## config.mk

```make
export PLATFORM = sky130hd
export DESIGN_NAME = dvfs_energy_accumulator_core
export DESIGN_NICKNAME = d
export VERILOG_FILES = /design/src/rtl/dvfs_ea_pkg.sv /design/src/rtl/dvfs_ea_mul.sv /design/src/rtl/dvfs_ea_gear_ram.sv /design/src/rtl/dvfs_energy_accumulator_core.sv
export SDC_FILE = /design/constraint.sdc
export NUM_CORES = 2
export LEC_CHECK = 0
export ABC_AREA = 1
export BUFFER_PORTS_ARGS = -buffer_cell sky130_fd_sc_hd__buf_2
export CAP_MARGIN = 0
export CORE_ASPECT_RATIO = 1.1
export CORE_MARGIN = 1
export CORE_UTILIZATION = 45
export CTS_BUF_LIST = sky130_fd_sc_hd__clkbuf_4
export CTS_CLUSTER_DIAMETER = 40
export DETAILED_ROUTE_END_ITERATION = 6
export PLACE_DENSITY_LB_ADDON = 0.3
export SLEW_MARGIN = 5
export SYNTH_ARGS = -nofsm -noshare
export SYNTH_HDL_FRONTEND = slang
export SYNTH_SLANG_ARGS = --single-unit
```

## constraint.sdc

```tcl
create_clock -name clock -period 7.4 [get_ports clock]
set_input_delay 0 -clock clock [delete_from_list [all_inputs] [get_ports clock]]
set_output_delay 0 -clock clock [all_outputs]
set_load 0.02 [all_outputs]
```

## src/rtl/dvfs_ea_pkg.sv

```systemverilog
// ============================================================================
// dvfs_ea_pkg: shared types and constants of the DVFS energy accumulator
// Command, status and register codes, fixed field widths, the shared
// multiplier operand widths and the saturating helpers of the power sum.
// ============================================================================
`default_nettype none

package dvfs_ea_pkg;

   // Command codes carried in tuser of a request transaction
   typedef logic [1:0] cmd_type;
   localparam cmd_type CMD_TICK   = 2'd0;
   localparam cmd_type CMD_ADD    = 2'd1;
   localparam cmd_type CMD_REMOVE = 2'd2;
   localparam cmd_type CMD_WRITE  = 2'd3;

   // Status codes carried in tuser of a response transaction
   typedef logic [1:0] status_type;
   localparam status_type STAT_OK        = 2'd0;
   localparam status_type STAT_BACKWARDS = 2'd1;
   localparam status_type STAT_SATURATED = 2'd2;

   // Register indexes (byte address / 4)
   typedef logic [1:0] reg_idx_type;
   localparam reg_idx_type REG_ACTIVITY = 2'd0;
   localparam reg_idx_type REG_STATIC   = 2'd1;
   localparam reg_idx_type REG_TOP_GEAR = 2'd2;

   // Field widths
   localparam int TIME_W   = 48;
   localparam int ENERGY_W = 64;
   localparam int POWER_W  = 48;
   localparam int FREQ_W   = 16;
   localparam int VOLT_W   = 16;
   localparam int ACT_W    = 16;
   localparam int ALPHA_W  = 32;
   localparam int TOPG_W   = 3;
   localparam int GIDX_W   = 3;
   localparam int CPU_W    = 13;

   // Port widths
   localparam int REQ_DATA_W = 128;
   localparam int RSP_DATA_W = 112;
   localparam int CSR_ADDR_W = 4;
   localparam int CSR_DATA_W = 32;

   // Shared multiplier: A holds up to act*dyn (50 bits), B a count (<= 17 bits)
   localparam int MUL_A_W = 50;
   localparam int MUL_B_W = 18;
   localparam int MUL_P_W = MUL_A_W + MUL_B_W;

   // Fixed-point alignment
   localparam int VSQ_SHIFT  = 14;
   localparam int VSQ_W      = 18;
   localparam int DYN_W      = 34;
   localparam int DYN_SHIFT  = 16;
   localparam int STAT_SHIFT = 14;
   localparam int CHUNK_W    = 16;

   // Clamp a product to the power range
   function automatic logic [POWER_W-1:0] clamp_power(input logic [MUL_P_W-1:0] p);
      return (|p[MUL_P_W-1:POWER_W]) ? {POWER_W{1'b1}} : p[POWER_W-1:0];
   endfunction

   // Add two power values, saturating at the top of the power range
   function automatic logic [POWER_W-1:0] sat_add_power(input logic [POWER_W-1:0] a,
                                                         input logic [POWER_W-1:0] b);
      logic [POWER_W:0] s;
      s = {1'b0, a} + {1'b0, b};
      return s[POWER_W] ? {POWER_W{1'b1}} : s[POWER_W-1:0];
   endfunction

endpackage

`default_nettype wire

```

## src/rtl/dvfs_ea_mul.sv

```systemverilog
// ============================================================================
// dvfs_ea_mul: shared registered multiplier
// One unsigned product per cycle, registered and available in the cycle after
// the operands are presented.
// ============================================================================
`default_nettype none

module dvfs_ea_mul (
   input  logic                            clock,
   input  logic [dvfs_ea_pkg::MUL_A_W-1:0] op_a,
   input  logic [dvfs_ea_pkg::MUL_B_W-1:0] op_b,
   output logic [dvfs_ea_pkg::MUL_P_W-1:0] prod
);
   import dvfs_ea_pkg::*;

   logic [MUL_P_W-1:0] prod_ff;

   // Register the full product
   always_ff @(posedge clock) begin
      prod_ff <= MUL_P_W'(op_a) * MUL_P_W'(op_b);
   end

   assign prod = prod_ff;

endmodule

`default_nettype wire

```

## src/rtl/dvfs_ea_gear_ram.sv

```systemverilog
// ============================================================================
// dvfs_ea_gear_ram: gear entry memory
// One entry per gear holding {count, voltage, frequency}; one write port,
// one read port with registered data. Entries never written read as zero.
// ============================================================================
`default_nettype none

module dvfs_ea_gear_ram #(
   parameter int NUM_GEARS = 8,
   parameter int ENTRY_W   = 45
) (
   input  logic                         clock,
   input  logic                         reset,
   input  logic                         rd_en,
   input  logic [$clog2(NUM_GEARS)-1:0] rd_addr,
   output logic [ENTRY_W-1:0]           rd_data,
   input  logic                         wr_en,
   input  logic [$clog2(NUM_GEARS)-1:0] wr_addr,
   input  logic [ENTRY_W-1:0]           wr_data
);
   logic [ENTRY_W-1:0]   gear_mem [NUM_GEARS];
   logic [NUM_GEARS-1:0] valid_ff;
   logic [ENTRY_W-1:0]   rd_q_ff;
   logic                 rd_valid_ff;

   // Write the entry array
   always_ff @(posedge clock) begin
      if (wr_en) begin
         gear_mem[wr_addr] <= wr_data;
      end
   end

   // Track written entries
   always_ff @(posedge clock) begin
      if (reset) begin
         valid_ff <= '0;
      end else if (wr_en) begin
         valid_ff[wr_addr] <= 1'b1;
      end
   end

   // Read into a registered data output
   always_ff @(posedge clock) begin
      if (rd_en) begin
         rd_q_ff <= gear_mem[rd_addr];
      end
   end

   always_ff @(posedge clock) begin
      if (reset) begin
         rd_valid_ff <= 1'b0;
      end else if (rd_en) begin
         rd_valid_ff <= valid_ff[rd_addr];
      end
   end

   // Unwritten entries read as zero
   assign rd_data = rd_valid_ff ? rd_q_ff : '0;

endmodule

`default_nettype wire

```

## src/rtl/dvfs_energy_accumulator_core.sv

```systemverilog
// ============================================================================
// dvfs_energy_accumulator_core: DVFS dynamic plus static energy accumulator
// Walks the gear memory on each tick, forms the interval power with one
// shared multiplier and adds elapsed time times power to a saturating sum.
// ============================================================================
//
//   Channel   Direction  Handshake                  Payload
//   req_      in         tvalid/tready              tdata: item fields, tuser: command
//   rsp_      out        tvalid/tready              tdata: energy, power, tuser: status
//   csr_      in         psel/penable/pwrite/pready 3 registers at 0x0, 0x4, 0x8
//
// A tick steps through gears 0 to T, with T the effective top gear: eight
// multiplier steps per gear, five for the elapsed*power product and the energy
// add, then result hand-off and idle. Count and table commands pass through
// memory read, write back and hand-off; one whose gear index lies outside the
// table skips the memory. Reset is synchronous; the gear memory needs no
// clearing pass. A stalled response holds in the output register and the
// sequencer waits in its last step until that register has room; the next
// request is taken in the cycle after.
//
`default_nettype none

module dvfs_energy_accumulator_core #(
   parameter int NUM_GEARS = 8,
   parameter int MAX_CPUS  = 4096
) (
   input  logic                               clock,
   input  logic                               reset,
   // time[47:0] active[60:48] total[73:61] gear_index[76:74] cpu_delta[89:77]
   // gear_frequency[105:90] gear_voltage[121:106], zero fill above
   input  logic                               req_tvalid,
   output logic                               req_tready,
   input  logic [dvfs_ea_pkg::REQ_DATA_W-1:0] req_tdata,
   // command[1:0]
   input  logic [1:0]                         req_tuser,
   // energy_total[63:0] interval_power[111:64]
   output logic                               rsp_tvalid,
   input  logic                               rsp_tready,
   output logic [dvfs_ea_pkg::RSP_DATA_W-1:0] rsp_tdata,
   // status[1:0]
   output logic [1:0]                         rsp_tuser,
   input  logic                               csr_psel,
   input  logic                               csr_penable,
   input  logic                               csr_pwrite,
   input  logic [dvfs_ea_pkg::CSR_ADDR_W-1:0] csr_paddr,
   input  logic [dvfs_ea_pkg::CSR_DATA_W-1:0] csr_pwdata,
   output logic [dvfs_ea_pkg::CSR_DATA_W-1:0] csr_prdata,
   output logic                               csr_pready
);
   import dvfs_ea_pkg::*;

   localparam int GW      = $clog2(NUM_GEARS);
   localparam int CW      = $clog2(MAX_CPUS + 1);
   localparam int RW      = CW + GW;
   localparam int ENTRY_W = FREQ_W + VOLT_W + CW;

   // Sequencer states
   localparam logic [3:0] S_IDLE = 4'd0;
   localparam logic [3:0] S_RMW  = 4'd1;
   localparam logic [3:0] S_VV   = 4'd2;
   localparam logic [3:0] S_FV   = 4'd3;
   localparam logic [3:0] S_ID   = 4'd4;
   localparam logic [3:0] S_AD   = 4'd5;
   localparam logic [3:0] S_XC   = 4'd6;
   localparam logic [3:0] S_AC   = 4'd7;
   localparam logic [3:0] S_SV   = 4'd8;
   localparam logic [3:0] S_SA   = 4'd9;
   localparam logic [3:0] S_E2   = 4'd10;
   localparam logic [3:0] S_E1   = 4'd11;
   localparam logic [3:0] S_E0   = 4'd12;
   localparam logic [3:0] S_EF   = 4'd13;
   localparam logic [3:0] S_EA   = 4'd14;
   localparam logic [3:0] S_OUT  = 4'd15;

   // Configuration registers
   logic [ACT_W-1:0]   act_ff;
   logic [ALPHA_W-1:0] alpha_ff;
   logic [TOPG_W-1:0]  top_ff;

   // Control and working registers
   logic [3:0]          state_ff, state_in;
   logic [GW-1:0]       g_ff, g_in;
   cmd_type             cmd_ff, cmd_in;
   logic [GW-1:0]       gidx_ff, gidx_in;
   logic [CPU_W-1:0]    delta_ff, delta_in;
   logic [FREQ_W-1:0]   freq_ff, freq_in;
   logic [VOLT_W-1:0]   volt_ff, volt_in;
   logic [CW-1:0]       active_ff, active_in;
   logic [CW-1:0]       total_ff, total_in;
   logic [RW-1:0]       reduced_ff, reduced_in;
   logic [POWER_W-1:0]  acc_ff, acc_in;
   logic [DYN_W-1:0]    dyn_ff, dyn_in;
   logic [TIME_W-1:0]   elapsed_ff, elapsed_in;
   logic [ENERGY_W-1:0] pacc_ff, pacc_in;
   logic                povf_ff, povf_in;
   status_type          status_ff, status_in;
   logic [ENERGY_W-1:0] energy_ff, energy_in;
   logic [TIME_W-1:0]   last_time_ff, last_time_in;

   // Output register
   logic                rsp_valid_ff, rsp_valid_in;
   logic [ENERGY_W-1:0] rsp_energy_ff, rsp_energy_in;
   logic [POWER_W-1:0]  rsp_power_ff, rsp_power_in;
   status_type          rsp_status_ff, rsp_status_in;

   // Memory and multiplier hookup
   logic               rd_en;
   logic [GW-1:0]      rd_addr;
   logic [ENTRY_W-1:0] rd_data;
   logic               wr_en;
   logic [ENTRY_W-1:0] wr_data;
   logic [MUL_A_W-1:0] mul_a;
   logic [MUL_B_W-1:0] mul_b;
   logic [MUL_P_W-1:0] mul_p;

   // Request fields
   logic                accept;
   logic [TIME_W-1:0]   req_time;
   logic [31:0]         req_active32;
   logic [31:0]         req_total32;
   logic [31:0]         active_clamp32;
   logic [31:0]         total_clamp32;
   logic [7:0]          req_gidx8;
   logic                gidx_ok;

   // Derived values
   logic [7:0]          top8;
   logic [GW-1:0]       top_eff;
   logic                is_top;
   logic [FREQ_W-1:0]   ent_freq;
   logic [VOLT_W-1:0]   ent_volt;
   logic [CW-1:0]       ent_count;
   logic [CW-1:0]       idle_cnt;
   logic [RW-1:0]       active_ext;
   logic [RW-1:0]       total_ext;
   logic [RW-1:0]       run_w;
   logic [RW-1:0]       unr_w;
   logic [31:0]         cnt32;
   logic [31:0]         dlt32;
   logic [31:0]         add32;
   logic [31:0]         new_cnt32;
   status_type          rmw_status;
   logic [ENERGY_W:0]   pstep;
   logic                pstep_ovf;
   logic [ENERGY_W-1:0] prod_sat;
   logic [ENERGY_W:0]   esum;
   logic                out_load;

   // Unpack the request
   assign accept         = req_tvalid & req_tready;
   assign req_tready     = (state_ff == S_IDLE);
   assign req_time       = req_tdata[47:0];
   assign req_active32   = 32'(req_tdata[60:48]);
   assign req_total32    = 32'(req_tdata[73:61]);
   assign active_clamp32 = (req_active32 > 32'(MAX_CPUS)) ? 32'(MAX_CPUS) : req_active32;
   assign total_clamp32  = (req_total32 > 32'(MAX_CPUS)) ? 32'(MAX_CPUS) : req_total32;
   assign req_gidx8      = 8'(req_tdata[76:74]);
   assign gidx_ok        = (req_gidx8 < 8'(NUM_GEARS));

   // Clamp the top gear into the table
   assign top8    = (8'(top_ff) >= 8'(NUM_GEARS)) ? 8'(NUM_GEARS - 1) : 8'(top_ff);
   assign top_eff = top8[GW-1:0];
   assign is_top  = (g_ff == top_eff);

   // Split the gear entry
   assign ent_freq  = rd_data[FREQ_W-1:0];
   assign ent_volt  = rd_data[FREQ_W +: VOLT_W];
   assign ent_count = rd_data[ENTRY_W-1:FREQ_W+VOLT_W];

   // Processor counts at the top gear, floored at zero
   assign idle_cnt   = (total_ff > active_ff) ? total_ff - active_ff : '0;
   assign active_ext = RW'(active_ff);
   assign total_ext  = RW'(total_ff);
   assign run_w      = (active_ext > reduced_ff) ? active_ext - reduced_ff : '0;
   assign unr_w      = (total_ext > reduced_ff) ? total_ext - reduced_ff : '0;

   // Count update for add and remove commands
   assign cnt32 = 32'(ent_count);
   assign dlt32 = 32'(delta_ff);
   assign add32 = cnt32 + dlt32;

   always_comb begin
      new_cnt32  = cnt32;
      rmw_status = STAT_OK;
      case (cmd_ff)
         CMD_ADD: begin
            if (add32 > 32'(MAX_CPUS)) begin
               new_cnt32  = 32'(MAX_CPUS);
               rmw_status = STAT_SATURATED;
            end else begin
               new_cnt32 = add32;
            end
         end
         CMD_REMOVE: begin
            if (dlt32 > cnt32) begin
               new_cnt32  = '0;
               rmw_status = STAT_SATURATED;
            end else begin
               new_cnt32 = cnt32 - dlt32;
            end
         end
         default: begin
            new_cnt32 = cnt32;
         end
      endcase
   end

   assign wr_data = (cmd_ff == CMD_WRITE) ? {ent_count, volt_ff, freq_ff}
                                          : {new_cnt32[CW-1:0], ent_volt, ent_freq};

   // One Horner step of elapsed*power, sticky on overflow
   assign pstep     = {1'b0, pacc_ff[ENERGY_W-CHUNK_W-1:0], {CHUNK_W{1'b0}}}
                    + {1'b0, mul_p[ENERGY_W-1:0]};
   assign pstep_ovf = (|pacc_ff[ENERGY_W-1:ENERGY_W-CHUNK_W]) | pstep[ENERGY_W];
   assign prod_sat  = povf_ff ? {ENERGY_W{1'b1}} : pacc_ff;
   assign esum      = {1'b0, energy_ff} + {1'b0, prod_sat};

   // Select multiplier operands for each step
   always_comb begin
      mul_a = '0;
      mul_b = '0;
      case (state_ff)
         S_VV: begin
            mul_a = MUL_A_W'(ent_volt);
            mul_b = MUL_B_W'(ent_volt);
         end
         S_FV: begin
            mul_a = MUL_A_W'(mul_p[VSQ_SHIFT +: VSQ_W]);
            mul_b = MUL_B_W'(ent_freq);
         end
         S_ID: begin
            mul_a = MUL_A_W'(mul_p[DYN_W-1:0]);
            mul_b = is_top ? MUL_B_W'(idle_cnt) : '0;
         end
         S_AD: begin
            mul_a = MUL_A_W'(dyn_ff);
            mul_b = MUL_B_W'(act_ff);
         end
         S_XC: begin
            mul_a = mul_p[MUL_A_W-1:0];
            mul_b = is_top ? MUL_B_W'(run_w[CW-1:0]) : MUL_B_W'(ent_count);
         end
         S_AC: begin
            mul_a = MUL_A_W'(alpha_ff);
            mul_b = is_top ? MUL_B_W'(unr_w[CW-1:0]) : MUL_B_W'(ent_count);
         end
         S_SV: begin
            mul_a = mul_p[MUL_A_W-1:0];
            mul_b = MUL_B_W'(ent_volt);
         end
         S_E2: begin
            mul_a = MUL_A_W'(elapsed_ff);
            mul_b = MUL_B_W'(acc_ff[POWER_W-1:2*CHUNK_W]);
         end
         S_E1: begin
            mul_a = MUL_A_W'(elapsed_ff);
            mul_b = MUL_B_W'(acc_ff[2*CHUNK_W-1:CHUNK_W]);
         end
         S_E0: begin
            mul_a = MUL_A_W'(elapsed_ff);
            mul_b = MUL_B_W'(acc_ff[CHUNK_W-1:0]);
         end
         default: begin
            mul_a = '0;
            mul_b = '0;
         end
      endcase
   end

   // Sequence one item through memory, multiplier and accumulators
   always_comb begin
      state_in     = state_ff;
      g_in         = g_ff;
      cmd_in       = cmd_ff;
      gidx_in      = gidx_ff;
      delta_in     = delta_ff;
      freq_in      = freq_ff;
      volt_in      = volt_ff;
      active_in    = active_ff;
      total_in     = total_ff;
      reduced_in   = reduced_ff;
      acc_in       = acc_ff;
      dyn_in       = dyn_ff;
      elapsed_in   = elapsed_ff;
      pacc_in      = pacc_ff;
      povf_in      = povf_ff;
      status_in    = status_ff;
      energy_in    = energy_ff;
      last_time_in = last_time_ff;
      rd_en        = 1'b0;
      rd_addr      = '0;
      wr_en        = 1'b0;
      out_load     = 1'b0;

      case (state_ff)
         S_IDLE: begin
            if (accept) begin
               cmd_in     = req_tuser;
               gidx_in    = req_gidx8[GW-1:0];
               delta_in   = req_tdata[89:77];
               freq_in    = req_tdata[105:90];
               volt_in    = req_tdata[121:106];
               active_in  = active_clamp32[CW-1:0];
               total_in   = total_clamp32[CW-1:0];
               reduced_in = '0;
               acc_in     = '0;
               g_in       = '0;
               status_in  = STAT_OK;
               if (req_tuser == CMD_TICK) begin
                  // Elapsed time, zero when time went backwards
                  if (req_time >= last_time_ff) begin
                     elapsed_in = req_time - last_time_ff;
                  end else begin
                     elapsed_in = '0;
                     status_in  = STAT_BACKWARDS;
                  end
                  last_time_in = req_time;
                  rd_en        = 1'b1;
                  rd_addr      = '0;
                  state_in     = S_VV;
               end else if (gidx_ok) begin
                  rd_en    = 1'b1;
                  rd_addr  = req_gidx8[GW-1:0];
                  state_in = S_RMW;
               end else begin
                  state_in = S_OUT;
               end
            end
         end
         S_RMW: begin
            wr_en     = 1'b1;
            status_in = rmw_status;
            state_in  = S_OUT;
         end
         S_VV: begin
            state_in = S_FV;
         end
         S_FV: begin
            state_in = S_ID;
         end
         S_ID: begin
            dyn_in   = mul_p[DYN_W-1:0];
            state_in = S_AD;
         end
         S_AD: begin
            // Idle term (zero below the top gear)
            acc_in   = sat_add_power(acc_ff, clamp_power(mul_p));
            state_in = S_XC;
         end
         S_XC: begin
            state_in = S_AC;
         end
         S_AC: begin
            // Dynamic term
            acc_in   = sat_add_power(acc_ff, clamp_power(mul_p >> DYN_SHIFT));
            state_in = S_SV;
         end
         S_SV: begin
            state_in = S_SA;
         end
         S_SA: begin
            // Static term, then advance to the next gear or to energy
            acc_in = sat_add_power(acc_ff, clamp_power(mul_p >> STAT_SHIFT));
            if (is_top) begin
               state_in = S_E2;
            end else begin
               reduced_in = reduced_ff + RW'(ent_count);
               g_in       = g_ff + GW'(1);
               rd_en      = 1'b1;
               rd_addr    = g_ff + GW'(1);
               state_in   = S_VV;
            end
         end
         S_E2: begin
            state_in = S_E1;
         end
         S_E1: begin
            pacc_in  = mul_p[ENERGY_W-1:0];
            povf_in  = 1'b0;
            state_in = S_E0;
         end
         S_E0: begin
            pacc_in  = pstep[ENERGY_W-1:0];
            povf_in  = povf_ff | pstep_ovf;
            state_in = S_EF;
         end
         S_EF: begin
            pacc_in  = pstep[ENERGY_W-1:0];
            povf_in  = povf_ff | pstep_ovf;
            state_in = S_EA;
         end
         S_EA: begin
            energy_in = esum[ENERGY_W] ? {ENERGY_W{1'b1}} : esum[ENERGY_W-1:0];
            state_in  = S_OUT;
         end
         S_OUT: begin
            // Hand the result over once the output register has room
            if (!rsp_valid_ff || rsp_tready) begin
               out_load = 1'b1;
               state_in = S_IDLE;
            end
         end
         default: begin
            state_in = S_IDLE;
         end
      endcase
   end

   // Output register: load on completion, drop when taken
   always_comb begin
      rsp_energy_in = rsp_energy_ff;
      rsp_power_in  = rsp_power_ff;
      rsp_status_in = rsp_status_ff;
      rsp_valid_in  = rsp_valid_ff;
      if (out_load) begin
         rsp_energy_in = energy_ff;
         rsp_power_in  = acc_ff;
         rsp_status_in = status_ff;
         rsp_valid_in  = 1'b1;
      end else if (rsp_tready) begin
         rsp_valid_in = 1'b0;
      end
   end

   // Control state
   always_ff @(posedge clock) begin
      if (reset) begin
         state_ff     <= S_IDLE;
         rsp_valid_ff <= 1'b0;
         energy_ff    <= '0;
         last_time_ff <= '0;
      end else begin
         state_ff     <= state_in;
         rsp_valid_ff <= rsp_valid_in;
         energy_ff    <= energy_in;
         last_time_ff <= last_time_in;
      end
   end

   // Working and payload registers
   always_ff @(posedge clock) begin
      g_ff          <= g_in;
      cmd_ff        <= cmd_in;
      gidx_ff       <= gidx_in;
      delta_ff      <= delta_in;
      freq_ff       <= freq_in;
      volt_ff       <= volt_in;
      active_ff     <= active_in;
      total_ff      <= total_in;
      reduced_ff    <= reduced_in;
      acc_ff        <= acc_in;
      dyn_ff        <= dyn_in;
      elapsed_ff    <= elapsed_in;
      pacc_ff       <= pacc_in;
      povf_ff       <= povf_in;
      status_ff     <= status_in;
      rsp_energy_ff <= rsp_energy_in;
      rsp_power_ff  <= rsp_power_in;
      rsp_status_ff <= rsp_status_in;
   end

   // Configuration writes
   always_ff @(posedge clock) begin
      if (reset) begin
         act_ff   <= ACT_W'(32768);
         alpha_ff <= '0;
         top_ff   <= TOPG_W'(7);
      end else if (csr_psel && csr_penable && csr_pwrite && csr_pready) begin
         case (csr_paddr[3:2])
            REG_ACTIVITY: act_ff   <= csr_pwdata[ACT_W-1:0];
            REG_STATIC:   alpha_ff <= csr_pwdata[ALPHA_W-1:0];
            REG_TOP_GEAR: top_ff   <= csr_pwdata[TOPG_W-1:0];
            default: begin
               act_ff <= act_ff;
            end
         endcase
      end
   end

   // Configuration reads
   always_comb begin
      case (csr_paddr[3:2])
         REG_ACTIVITY: csr_prdata = CSR_DATA_W'(act_ff);
         REG_STATIC:   csr_prdata = CSR_DATA_W'(alpha_ff);
         REG_TOP_GEAR: csr_prdata = CSR_DATA_W'(top_ff);
         default:      csr_prdata = '0;
      endcase
   end

   assign csr_pready = 1'b1;

   assign rsp_tvalid = rsp_valid_ff;
   assign rsp_tdata  = {rsp_power_ff, rsp_energy_ff};
   assign rsp_tuser  = rsp_status_ff;

   dvfs_ea_gear_ram #(
      .NUM_GEARS (NUM_GEARS),
      .ENTRY_W   (ENTRY_W)
   ) u_gear_ram (
      .clock   (clock),
      .reset   (reset),
      .rd_en   (rd_en),
      .rd_addr (rd_addr),
      .rd_data (rd_data),
      .wr_en   (wr_en),
      .wr_addr (gidx_ff),
      .wr_data (wr_data)
   );

   dvfs_ea_mul u_mul (
      .clock (clock),
      .op_a  (mul_a),
      .op_b  (mul_b),
      .prod  (mul_p)
   );

endmodule

`default_nettype wire

```

==> flow_summary.toml <==
[power_and_ir_drop]
seq_power_share = 0.263
leakage_nw = 53.0
p_total_mw = 32.0
pwr-share-comb = 0.566
intPower_mw = 16.4
p_sw_mw = 15.7
p_sw_frac = 0.489
peakVddDrop_uv = 252
pwr-share-clk = 0.171
powerDensity_nw_per_um2 = 278

[timing]
setup_ws_ns = -0.354
finalSetupTns_ns = -8.54
rsz0062_at_grt = "true"
min_period_over_period = 1.05
tightest_slew_ns = 1.40
slew_headroom = 0.0667
clock_skew_ns = 0.201
finalCriticalPeriod_ns = 7.75
drv_slew = 0
setup_viol = 42
hold_viol_final = 0
holdWs_ns = 0.125
max_clock_freq_mhz = 129

[job]
max_cap_viol_count = 0

[synth]
ys.warnings.count = 0
ys_seq_area_frac = 0.315
synth_edf_count = 811
synth_seq_cells = 1054
synth-async-reset-ratio = 0
syn_area_um2 = 92600
syn_nets = 13300
synthCells = 11900
synth.distinct_cells = 65
ys.flop_type = "edfxtp_1"
avgSynthCellArea_um2 = 7.79

[setup_path]
critPathMaxStageDelay_ns = 0.55
critical-path-slowest-cell = "fa_1"
reg2reg_depth = 36
rr_endpoint = "u_mul.prod[39]"
r2r_start = "reduced_ff[2]"
critical_path_arrival_ns = 8.94
worst-endpoint-required_ns = 8.59
critPathCaptureType = "flop"
startpoint_type = "flop"
path_class = "flop to flop"
worstPathMaxFanout = 7
worst-r2r-setup-slack_ns = -0.35

[die]
dieWidth_um = 435
io_pins = 322
start_util = 0.453
dieHeight_um = 478
core_um2 = 204000
rows = 174
die_area_um2 = 208000

[finish]
nFillCells = 18800
nets = 14800
multiInputGateArea_um2 = 57100
final_core_util = 0.563
regArea_um2 = 29200
layoutNonFillerInstCount = 16400
drive_gt1_frac = 0.170
final_common_cell = "nand2_1"
area_growth_pct = 24.3
stdcell_area_um2 = 115000
layout_common_cells = "nand2_1 (2612), inv_1 (1931), nor2_1 (1256), edfxtp_1 (811), o21ai_0 (754)"

[clocking]
cts_made_buffers = 302
clk_pin_slew_ns = 0.06
clk_path_buf_depth = 4
clk_latency_ns = 1.43
cts_tree = "yes"
clock_sinks = 1054
root_buffer = "clkbuf_4"
htreeDepth = 5

[global_routing]
antenna_found_initial = 32
grt_max_degree = 119
grt_use_total = 0.381
overflow = 0
grt_pass1_wl_mm = 584
grt_pass1_vias = 91600

[drt]
wirelength_mm = 403
antenna_left = 0
drt-initial-drc-count = 9804
wl_met2_mm = 181
wl_per_cell_um = 24.6
wl_met3_mm = 38.6
num_vias = 92000
drc = 2
routed.top_layer = "met5"
wl_met1_mm = 156
dr.pass1.iters = 7
vias_per_cell = 5.62

[hold_path]
min_path_cells = 5
hold_start = "req_tdata[42]"
holdPathEnd = "last_time_ff[42]"
hp-class = "primary input to flop"

[place]
placedCellCount = 15300
io_buffers = 312
dp_slack_ns = -0.779
place_congestion = 1.06
place_area_um2 = 102000
dp_hpwl_mm = 303

[run_status]
violations = "DRC, setup timing"
run_status = "finished with violations"
logic make-up after synthesis:
family,Yosys count,synth area share
buf+inv,2408,0.100
other cells,1,0.0000405
simple gates,4902,0.215
xor+xnor,273,0.0258
fa+ha+maj,1206,0.218
flops,1054,0.315
compound gates,2043,0.125
repair_timing:
action	CTS	global route
gates cloned	18	4
endpoints found under the setup margin	49	52
pin swaps	156	158
buffers inserted	87	32
gates resized for setup	534	239
hold buffers	449	0
hold endpoints to repair	601	0
power groups by stage:
stage                     Clock (mW)  Sequential, mW  Combinational [mW]
final                           5.47            8.44                18.1
after CTS                       5.50            8.37                17.3
after detailed placement           0            8.48                16.2
after global placement             0            8.47                16.1
after floorplan                    0            8.19                9.45
after global routing            5.82            8.45                19.3
critical path: cells and delay by family, from the launching register on:
family                     cells  cell delay (ns)
adders and majority gates      8             3.58
and+or+nand+nor               11             1.13
buffers and inverters          9             1.02
AOI/OAI and AO/OA              6             0.88
xor gates and xnor gates       2             0.53
DFF                            1             0.40
registers in the layout, indices dropped and copies added (netlist names), 34 cells and up:
signal / flops
pacc_ff: 64
last_time_ff: 48
acc_ff: 48
u_gear_ram.gear_mem: 360
rsp_power_ff: 48
u_mul.prod: 66
elapsed_ff: 48
u_gear_ram.rd_q_ff: 45
energy_ff: 64
dyn_ff: 34
rsp_energy_ff: 64
worst max path at each step:
stage | slack, ns | end | depth (start not counted) | from
6_report | -0.35 | u_mul.prod[39] | 36 | reduced_ff[2]
5_1_grt | -0.53 | u_mul.prod[57] | 35 | total_ff[1]
4_1_cts | -0.19 | u_mul.prod[45] | 40 | active_ff[0]
3_5_place_dp | -0.78 | u_mul.prod[48] | 33 | active_ff[1]
3_3_place_gp | -0.76 | u_mul.prod[48] | 39 | active_ff[0]
2_1_floorplan | 0.09 | u_mul.prod[50] | 32 | state_ff[2]
area by class of cell:
| class | count | area share |
|---|---|---|
| inverters | 2026 | 0.0661 |
| diodes | 24 | 0.000522 |
| well taps | 2728 | 0.0297 |
| flip-flops and latches | 1054 | 0.254 |
| repair buffers | 1625 | 0.122 |
| clock buffers | 413 | 0.0269 |
| clock inverters | 97 | 0.00439 |
| multi-input cells | 8425 | 0.496 |
per-layer routing:
| metal | vias up | GRT usage |
|---|---|---|
| met4 | 28 | 0.213 |
| met5 | - | 0 |
| li1 | 41700 | - |
| met3 | 1126 | 0.0860 |
| met1 | 44400 | 0.484 |
| met2 | 4814 | 0.599 |
cell usage after synthesis, types with 33 or more instances:
library cell	count	area [µm²]
a21o_1	53	398
a21oi_1	682	3410
a221oi_1	39	342
a31oi_1	79	494
buf_2	151	756
clkbuf_1	195	732
dfxtp_1	243	4860
edfxtp_1	811	24400
fa_1	682	13700
ha_1	524	6560
inv_1	2000	7510
nand2_1	2700	10100
nand3_1	503	2520
nand4_1	89	557
nor2_1	1341	5030
nor3_1	90	450
nor4_1	33	206
o211ai_1	41	308
o21ai_0	822	4110
o21bai_1	58	435
o32ai_1	90	788
or2_2	90	563
xnor2_1	93	815
xor2_1	180	1580
Note: power is estimated with default switching activity, not from simulation.
